`config.mk`:
```
export PLATFORM = sky130hd
export DESIGN_NAME = psq_ctrl
export DESIGN_NICKNAME = d
export VERILOG_FILES = /design/src/psq_pkg.sv /design/src/psq_ctrl.sv
export SDC_FILE = /design/constraint.sdc
export NUM_CORES = 1
export LEC_CHECK = 0
export BUFFER_PORTS_ARGS = -buffer_cell sky130_fd_sc_hd__buf_4
export CAP_MARGIN = 20
export CORE_MARGIN = 2
export CORE_UTILIZATION = 40
export DETAILED_ROUTE_END_ITERATION = 10
export GPL_TIMING_DRIVEN = 1
export HOLD_SLACK_MARGIN = 0.03
export PLACE_DENSITY = 0.63
export SYNTH_ARGS = -nofsm -noshare
export SYNTH_HDL_FRONTEND = slang
export SYNTH_SLANG_ARGS = --single-unit
```
`constraint.sdc`:
```
create_clock -name clk -period 7.4 [get_ports clk]
set_clock_uncertainty 0.2 [all_clocks]
set_input_delay 1.48 -clock clk [delete_from_list [all_inputs] [get_ports clk]]
set_output_delay 1.48 -clock clk [all_outputs]
set_load 0.005 [all_outputs]
```
`src/psq_pkg.sv`:
```
`default_nettype none
package psq_pkg;

	typedef logic [2:0] status_t;

	localparam status_t ST_OK            = 3'd0;
	localparam status_t ST_BAD_PRIORITY  = 3'd1;
	localparam status_t ST_UNKNOWN_CLASS = 3'd2;
	localparam status_t ST_EMPTY         = 3'd3;
	localparam status_t ST_FULL          = 3'd4;

	localparam logic CMD_ADD = 1'b0;
	localparam logic CMD_GET = 1'b1;

	localparam logic [1:0] CLS_UNKNOWN = 2'd3;

	localparam logic [2:0] PRIO_MIN = 3'd1;
	localparam logic [2:0] PRIO_MAX = 3'd3;

	localparam int NUM_CLASSES = 3;
	localparam int NUM_LEVELS  = 3;
	localparam int NUM_FIFOS   = NUM_CLASSES * NUM_LEVELS;
	localparam int FIFO_W      = $clog2(NUM_FIFOS);

	typedef logic [FIFO_W-1:0] fifo_t;

	typedef struct packed {
		status_t status;
		logic    wr_en;
		logic    rd_en;
	} dec_t;

endpackage
`default_nettype wire

```
`src/psq_ctrl.sv`:
```
`default_nettype none
module psq_ctrl #(
	parameter int QUEUE_DEPTH = 16,
	localparam int ADDR_W = $clog2(psq_pkg::NUM_FIFOS * QUEUE_DEPTH)
) (
	input  wire logic              clk,
	input  wire logic              arst_n,
	input  wire logic              acc,
	input  wire logic              command,
	input  wire logic [1:0]        msg_class,
	input  wire logic [2:0]        priority_req,
	output psq_pkg::dec_t          dec,
	output logic      [ADDR_W-1:0] addr
);

	localparam int PTR_W   = $clog2(QUEUE_DEPTH);
	localparam int COUNT_W = $clog2(QUEUE_DEPTH + 1);

	logic [PTR_W-1:0]   head_q  [psq_pkg::NUM_FIFOS];
	logic [PTR_W-1:0]   tail_q  [psq_pkg::NUM_FIFOS];
	logic [COUNT_W-1:0] count_q [psq_pkg::NUM_FIFOS];

	psq_pkg::fifo_t   add_f;
	psq_pkg::fifo_t   base_f;
	psq_pkg::fifo_t   sel_f;
	logic [PTR_W-1:0] sel_ptr;

	function automatic logic [PTR_W-1:0] advance(input logic [PTR_W-1:0] p);
		return (p == PTR_W'(QUEUE_DEPTH - 1)) ? '0 : p + PTR_W'(1);
	endfunction

	always_comb begin
		add_f  = psq_pkg::fifo_t'(msg_class) * psq_pkg::fifo_t'(psq_pkg::NUM_LEVELS)
			+ psq_pkg::fifo_t'(priority_req[1:0]) - psq_pkg::fifo_t'(1);
		base_f = (msg_class == psq_pkg::CLS_UNKNOWN) ? '0
			: psq_pkg::fifo_t'(msg_class) * psq_pkg::fifo_t'(psq_pkg::NUM_LEVELS);
		dec.status = psq_pkg::ST_OK;
		dec.wr_en  = 1'b0;
		dec.rd_en  = 1'b0;
		sel_f      = '0;
		sel_ptr    = '0;
		if (command == psq_pkg::CMD_ADD) begin
			if (priority_req < psq_pkg::PRIO_MIN || priority_req > psq_pkg::PRIO_MAX) begin
				dec.status = psq_pkg::ST_BAD_PRIORITY;
			end else if (msg_class == psq_pkg::CLS_UNKNOWN) begin
				dec.status = psq_pkg::ST_UNKNOWN_CLASS;
			end else if (count_q[add_f] == COUNT_W'(QUEUE_DEPTH)) begin
				dec.status = psq_pkg::ST_FULL;
			end else begin
				dec.wr_en = 1'b1;
				sel_f     = add_f;
				sel_ptr   = tail_q[add_f];
			end
		end else begin
			if (msg_class == psq_pkg::CLS_UNKNOWN) begin
				dec.status = psq_pkg::ST_UNKNOWN_CLASS;
			end else if (count_q[base_f + psq_pkg::fifo_t'(2)] != '0) begin
				dec.rd_en = 1'b1;
				sel_f     = base_f + psq_pkg::fifo_t'(2);
				sel_ptr   = head_q[base_f + psq_pkg::fifo_t'(2)];
			end else if (count_q[base_f + psq_pkg::fifo_t'(1)] != '0) begin
				dec.rd_en = 1'b1;
				sel_f     = base_f + psq_pkg::fifo_t'(1);
				sel_ptr   = head_q[base_f + psq_pkg::fifo_t'(1)];
			end else if (count_q[base_f] != '0) begin
				dec.rd_en = 1'b1;
				sel_f     = base_f;
				sel_ptr   = head_q[base_f];
			end else begin
				dec.status = psq_pkg::ST_EMPTY;
			end
		end
		addr = ADDR_W'(sel_f) * ADDR_W'(QUEUE_DEPTH) + ADDR_W'(sel_ptr);
	end

	always_ff @(posedge clk or negedge arst_n) begin
		if (!arst_n) begin
			for (int i = 0; i < psq_pkg::NUM_FIFOS; i++) begin
				head_q[i]  <= '0;
				tail_q[i]  <= '0;
				count_q[i] <= '0;
			end
		end else if (acc) begin
			if (dec.wr_en) begin
				tail_q[sel_f]  <= advance(sel_ptr);
				count_q[sel_f] <= count_q[sel_f] + COUNT_W'(1);
			end
			if (dec.rd_en) begin
				head_q[sel_f]  <= advance(sel_ptr);
				count_q[sel_f] <= count_q[sel_f] - COUNT_W'(1);
			end
		end
	end

endmodule
`default_nettype wire
```
== Word level (Yosys, flattened, before mapping) ==
Index checks and enable logic that the tools add are counted.

* Add/sub/neg operators: 8
* Multiply operators: 1
* Order comparisons: 8
* Eq/ne operators: 3
* Mux-type cells: 73
* Bitwise operators: 5
* Reduce and logical (&&, ||, !) cells: 7

{| class="wikitable"
|+ Operators with widths
! kind !! number
|-
| 45-bit 2-to-1 mux || 3
|-
| 4-bit 2-to-1 mux || 27
|-
| 5-bit binary-select mux with 4-bit select || 5
|-
| 45-bit bitwise mux || 2
|-
| 36-bit bitwise mux || 2
|-
| 4-bit binary-select mux with 4-bit select || 4
|-
| 5-bit 2-to-1 mux || 11
|-
| 5-bit >= comparator (second input constant) || 5
|-
| 4-bit inverter with 5-bit output || 5
|-
| 5-bit demux with 4-bit select || 1
|-
| 4-bit demux with 4-bit select || 1
|-
| 5-bit nonzero test || 3
|-
| 3-bit 2-to-1 mux || 4
|-
| 1-bit 2-to-1 mux || 9
|-
| 4-bit by 1-bit adder with 4-bit output (second input constant) || 2
|-
| 8-bit by 4-bit adder with 8-bit output || 1
|-
| 2-bit 2-to-1 mux || 4
|-
| 5-bit by 1-bit adder with 5-bit output (second input constant) || 1
|-
| 5-bit equality test (second input constant) || 1
|-
| 5-bit by 1-bit < comparator with 1-bit output (second input constant) || 1
|-
| 5-bit by 1-bit subtractor with 5-bit output (second input constant) || 1
|-
| 4-bit by 2-bit adder with 4-bit output || 1
|-
| 4-bit by 2-bit adder with 4-bit output (second input constant) || 1
|-
| 4-bit equality test (second input constant) || 1
|-
| 8 further kinds || 9
|}

* Bits in registers: 117
* Input port bits: 9

== Longest topological paths before layout ==
* Word-level depth: 22
* Depth in mapped cells: 26
* Gate-level depth less buffers: 25

== Worst setup path before layout ==
OpenSTA, ideal clock, no wires.

* Path kind: input-to-reg
* From: input msg_class[0]
* To: register count_q[29] in the netlist's numbering
* Setup time: 0.125 ns
* Data arrival time: 6.532 ns
* Required time: 7.075 ns
* Setup slack: 0.543 ns
* Stages on the path: 25
* Buffers on the path: 1
* Cell sequence: inv_1 fa_1 inv_1 ha_1 inv_1 fa_1 nand2_1 nor4_1 nand2_1 a32o_2 nand2b_4 inv_4 a32o_2 a21oi_4 inv_4 buf_6 nand3_1 o22ai_1 a221oi_2 inv_1 ha_1 nand3b_1 xor2_1 a22oi_2 mux2_2

* Cells in the longest elaborated chain, start to end: 22
* Elaborated cells on any way between the ends: 60
* Classes of those cells: add/sub (6); mul (1); order compare (2); eq/ne (2); mux (40); bitwise (5); reduce/logical (4)

{| class="wikitable"
|+ RTL lines
! what !! line !! RTL
|-
| start: declaration || psq_ctrl.sv:10 || <nowiki>input wire logic [1:0] msg_class,</nowiki>
|-
| 2-bit by 2-bit multiplier with 4-bit output or 2-bit equality test (tied branches) || -- ||
|-
| 4-bit by 2-bit adder with 4-bit output or 4-bit 2-to-1 mux (tied branches) || psq_ctrl.sv:34, psq_ctrl.sv:35 ||
|-
| 4-bit by 1-bit subtractor with 4-bit output, or another cell as far along || psq_ctrl.sv:34 || <nowiki>+ psq_pkg::fifo_t'(priority_req[1:0]) - psq_pkg::fifo_t'(1);</nowiki>
|-
| 4-bit inverter with 5-bit output (not written as such), or another cell as far along || psq_ctrl.sv:47 || <nowiki>end else if (count_q[add_f] == COUNT_W'(QUEUE_DEPTH)) begin</nowiki>
|-
| 5-bit binary-select mux with 4-bit select, or another cell as far along || psq_ctrl.sv:47 ||
|-
| 5-bit 2-to-1 mux (on tied branches) || psq_ctrl.sv:47, psq_ctrl.sv:65, psq_ctrl.sv:61 ||
|-
| 5-bit 2-to-1 mux (not written as such), or another cell as far along || psq_ctrl.sv:47 ||
|-
| 5-bit equality test, or another cell as far along || psq_ctrl.sv:47 ||
|-
| (+6 left out) || -- ||
|-
| 5-bit 2-to-1 mux (not written as such) or 1-bit logical AND (tied branches) || psq_ctrl.sv:86, psq_ctrl.sv:90 ||
|-
| 5-bit 2-to-1 mux (not written as such) || psq_ctrl.sv:86, psq_ctrl.sv:90 ||
|-
| 5-bit by 1-bit adder with 5-bit output or 5-bit demux with 4-bit select (tied branches) || psq_ctrl.sv:86, psq_ctrl.sv:90 ||
|-
| 45-bit bitwise mux || psq_ctrl.sv:86 || <nowiki>count_q[sel_f] <= count_q[sel_f] + COUNT_W'(1);</nowiki>
|-
| 45-bit 2-to-1 mux || psq_ctrl.sv:84 || <nowiki>if (dec.wr_en) begin</nowiki>
|-
| 45-bit 2-to-1 mux || psq_ctrl.sv:83 || <nowiki>end else if (acc) begin</nowiki>
|-
| 45-bit bitwise mux || psq_ctrl.sv:90 || <nowiki>count_q[sel_f] <= count_q[sel_f] - COUNT_W'(1);</nowiki>
|-
| 45-bit 2-to-1 mux (*) || psq_ctrl.sv:88 || <nowiki>if (dec.rd_en) begin</nowiki>
|-
| end signal: indexed assignment || psq_ctrl.sv:86 ||
|-
| end signal: indexed assignment || psq_ctrl.sv:90 ||
|-
| end: declaration || psq_ctrl.sv:21 || <nowiki>logic [COUNT_W-1:0] count_q [psq_pkg::NUM_FIFOS];</nowiki>
|}

Mark *: on every way between the ends. The rest lies on a longest branch, timed or not. The select of a mux whose other input is x is not followed.
A chain may end at the register's enable or synchronous reset.

== Worst setup path in the final report ==
* From: input msg_class[0]
* To: register count_q[19] in the netlist's numbering

Same word-level chain as after synthesis.

==> metrics.csv <==
stage;metric;value;unit
outcome;status;complete, no violations;
drt;ant_nets;0;
drt;drtPass1Iterations;6;
place;dp.cells;1004;
power;power_frac_seq;34.0;%
power;comb_power_share;42.5;%
sta;slew_violations;0;
sta;relSlewSlack;33.48;%
global_route;grt_pass1_wl;37.38;mm
sta;worst_pin_slew;997.7;ps
worst_setup_path;crit_path_start_kind;input pin;
power;cell_internal_pwr;1946;µW
drt;post_drt_wl_per_cell;22.56;µm
logic_synthesis;async_flop_share;100.0;%
die;die_h;145.7;µm
die;die_w;145.7;µm
clock_network;cts_max_level;4;
final_layout;antenna_cells;0;
worst_setup_path;slowest_delay;600;ps
worst_setup_path;cp-end-kind;flip-flop;
final_layout;area_growth;11.65;%
drt;drtIter0Drc;723;
place;numPortBuffers;21;
power;power.share.clock;23.5;%
logic_synthesis;synth-edff-count;0;
logic_synthesis;syn-cell-area;8036;µm²
place;place.gp.congestion;0.9839;
sta;fmax;0.1432;GHz
power;p_sw_share;42.11;%
drt;num_vias;6440;
clock_network;clk_root_buffer_cell;clkbuf_16;
sta;rsz0062_at_grt;no;
sta;period_share;94.36;%
sta;layout_setup_ws;417.7;ps
drt;routed_via_density;6.216;
final_layout;fin_cells;1036;
sta;hold_viol_final;0;
place;post-place-ws;85.32;ps
worst_setup_path;required;7510;ps
die;start_util;41.02;%
die;ios;22;
sta;tns;0;ps
final_layout;fin_nets;781;
drt;drcViolationCount;0;
clock_network;clk_pin_slew;60;ps
global_route;grt_remaining_overflow;0;
final_layout;fin_util;45.80;%
clock_network;cts_resized;0;
global_route;antenna_found_initial;0;
final_layout;layout-drive-gt1-share;34.50;%
clock_network;cts_buffers;17;
worst_setup_path;critPathSlowestCell;fa_1;
worst_setup_path;path_cells;buf_4, inv_1, fa_1, inv_1, ha_1, inv_1, fa_1, nand2_1, nor4_1, nand2_1, a32o_2, nand2b_4, inv_4, a32o_2, a21oi_4, inv_4, mux2_2, o311ai_1, o31a_1, nand3b_1, xor2_1, a22oi_2, mux2_2;
die;rows;51;
logic_synthesis;synth-seq-area-share;36.43;%
clock_network;postCtsSetupBuffers;0;
global_route;grt_max_degree;76;
flow_run;maxCapViolCount;0;
clock_network;clkSinkCount;117;
clock_network;cts_tree;yes;
worst_setup_path;arrival;7090;ps
logic_synthesis;post_synth.cell_area_avg;10.93;µm²
global_route;grt_pass1_vias;6308;
clock_network;clk_latency;430;ps
logic_synthesis;synth_nets;758;
logic_synthesis;synth-seq-cells;117;
die;die-area;21240;µm²
logic_synthesis;synthCells;735;
clock_network;clockBufferDepth;2;
power;max-vdd-ir-drop;0.1295;mV
power;p_switching;1415;µW
logic_synthesis;synth_cell_type_count;94;
sta;period_needed;6982;ps
min_path;hp-class;reg2reg;
power;p_leak;0.003892;µW
sta;setup_violations;0;
logic_synthesis;ys_warn_count;0;
worst_setup_path;crit_top_cell;inv_1;
worst_setup_path;crit_fanout;13;
drt;drt_wl_total;23.38;mm
logic_synthesis;ys.flop_type;dfrtp_1;
die;core;19590;µm²
global_route;grt.total_usage;22.75;%
power;power.density;374.6;nW/µm²
clock_network;cts_hold_buf;0;
place;place_hpwl;17.28;mm
worst_setup_path;crit_type;in2reg;
## layer usage
| metal | wire length [µm] | global-route usage, % |
|---|---|---|
| met1 | 10290 | 31.82 |
| met2 | 10470 | 34.03 |
| met3 | 1801 | 5.392 |
| met4 | 809 | 9.216 |
| met5 | 0 | 0 |
## cell type report
type | count | area [µm²]
Clock buffer | 17 | 425.4
Clock inverter | 15 | 132.6
Fill cell | 1834 | 10620
Inverter | 29 | 116.4
Multi-Input combinational cell | 548 | 4701
Sequential cell | 117 | 2928
Tap cell | 265 | 331.6
Timing Repair Buffer | 45 | 337.8
## final timing paths
check	depth (start not counted)	end	slack, ps	from
worst max-delay path	23	count_q[19]$_DFFE_PN0P_	420	msg_class[0]
worst min-delay path	1	tail_q[5]$_DFFE_PN0P_	300	tail_q[5]$_DFFE_PN0P_
worst max register to register	17	count_q[19]$_DFFE_PN0P_	2170	count_q[42]$_DFFE_PN0P_
worst min register to register	1	tail_q[5]$_DFFE_PN0P_	300	tail_q[5]$_DFFE_PN0P_
max in group asynchronous	2	tail_q[14]$_DFFE_PN0P_	4840	arst_n
min in group asynchronous	1	count_q[10]$_DFFE_PN0P_	1000	arst_n
## logic make-up (layout without fill, tap and decap cells)
group	count (synthesis)	after routing	share of synthesized area, %
adders and majority gates	14	14	2.366
AOI/OAI and AO/OA	155	155	15.07
muxes	164	164	27.09
buffers and inverters	70	106	5.075
xor gates and xnor gates	8	8	0.9654
DFF	117	117	36.43
and+or+nand+nor	207	207	13.00
## Yosys cell counts, types with 9 or more instances
library cell,instances,area share [%]
o22ai_1,9,0.70
nand2_1,68,3.2
mux4_2,28,7.8
nor2_1,47,2.2
ha_1,12,1.9
o21ai_0,24,1.5
mux2i_1,24,3.0
a21oi_1,29,1.8
mux2_2,107,15
a211oi_1,9,0.84
dfrtp_1,117,36
inv_1,23,1.1
clkbuf_8,9,1.5
clkbuf_1,13,0.61
buf_2,11,0.69
nand3_1,16,1.0
nor4_1,14,1.1
nor3_1,18,1.1
## layout by cell type (no fill, tap or decap), types with 3 or more instances in the layout
master and count:
o221ai_1 6, nor3_1 18, a21oi_1 29, nand3_1 16, o21a_1 5, inv_2 3, nand3b_1 4, nand2b_1 7
a211oi_1 9, inv_4 3, mux4_2 28, inv_6 7, xnor2_1 4, o21ai_0 24, a221o_1 4, nand2_1 68
and3_1 5, a32o_1 5, mux2_2 107, o22ai_1 9, or2_2 4, mux4_1 3, a31oi_1 8, xor2_1 3
a22oi_1 3, mux2i_1 24, o21ai_2 8, clkbuf_16 17, buf_4 45, nor2_1 47, nor4_1 14, inv_8 4
inv_1 23, ha_1 12, dfrtp_1 117
## power by group through the flow
stage / Clock [µW] / Sequential (µW) / Combinational (µW)
floorplan: 0 / 1010 / 1080
global placement: 0 / 1130 / 1390
detailed placement: 0 / 1140 / 1400
CTS: 801 / 1130 / 1410
global route: 831 / 1170 / 1550
finish: 790 / 1140 / 1430
## critical path: cells and delay by family
family	cells	cell delay, ps
compound gates	6	1840
xor+xnor	1	240
fa+ha+maj	3	1290
buf+inv	6	530
mux	2	620
simple gates	5	1080
## through the flow
step	power, µW	cell area (µm²)	hold WS, ps
final	3361	8972	303.2
after global routing	3545	8972	312.9
after CTS	3337	8972	304.8
after detailed placement	2536	8414	288.4
after global placement	2524	8414	284.3
after floorplan	2093	8036	273.9
## registers in the layout, summed over array words and instances (netlist names)
| name | cells |
|---|---|
| count_q | 45 |
| head_q | 36 |
| tail_q | 36 |
Note: power is estimated with default switching activity, not from simulation.
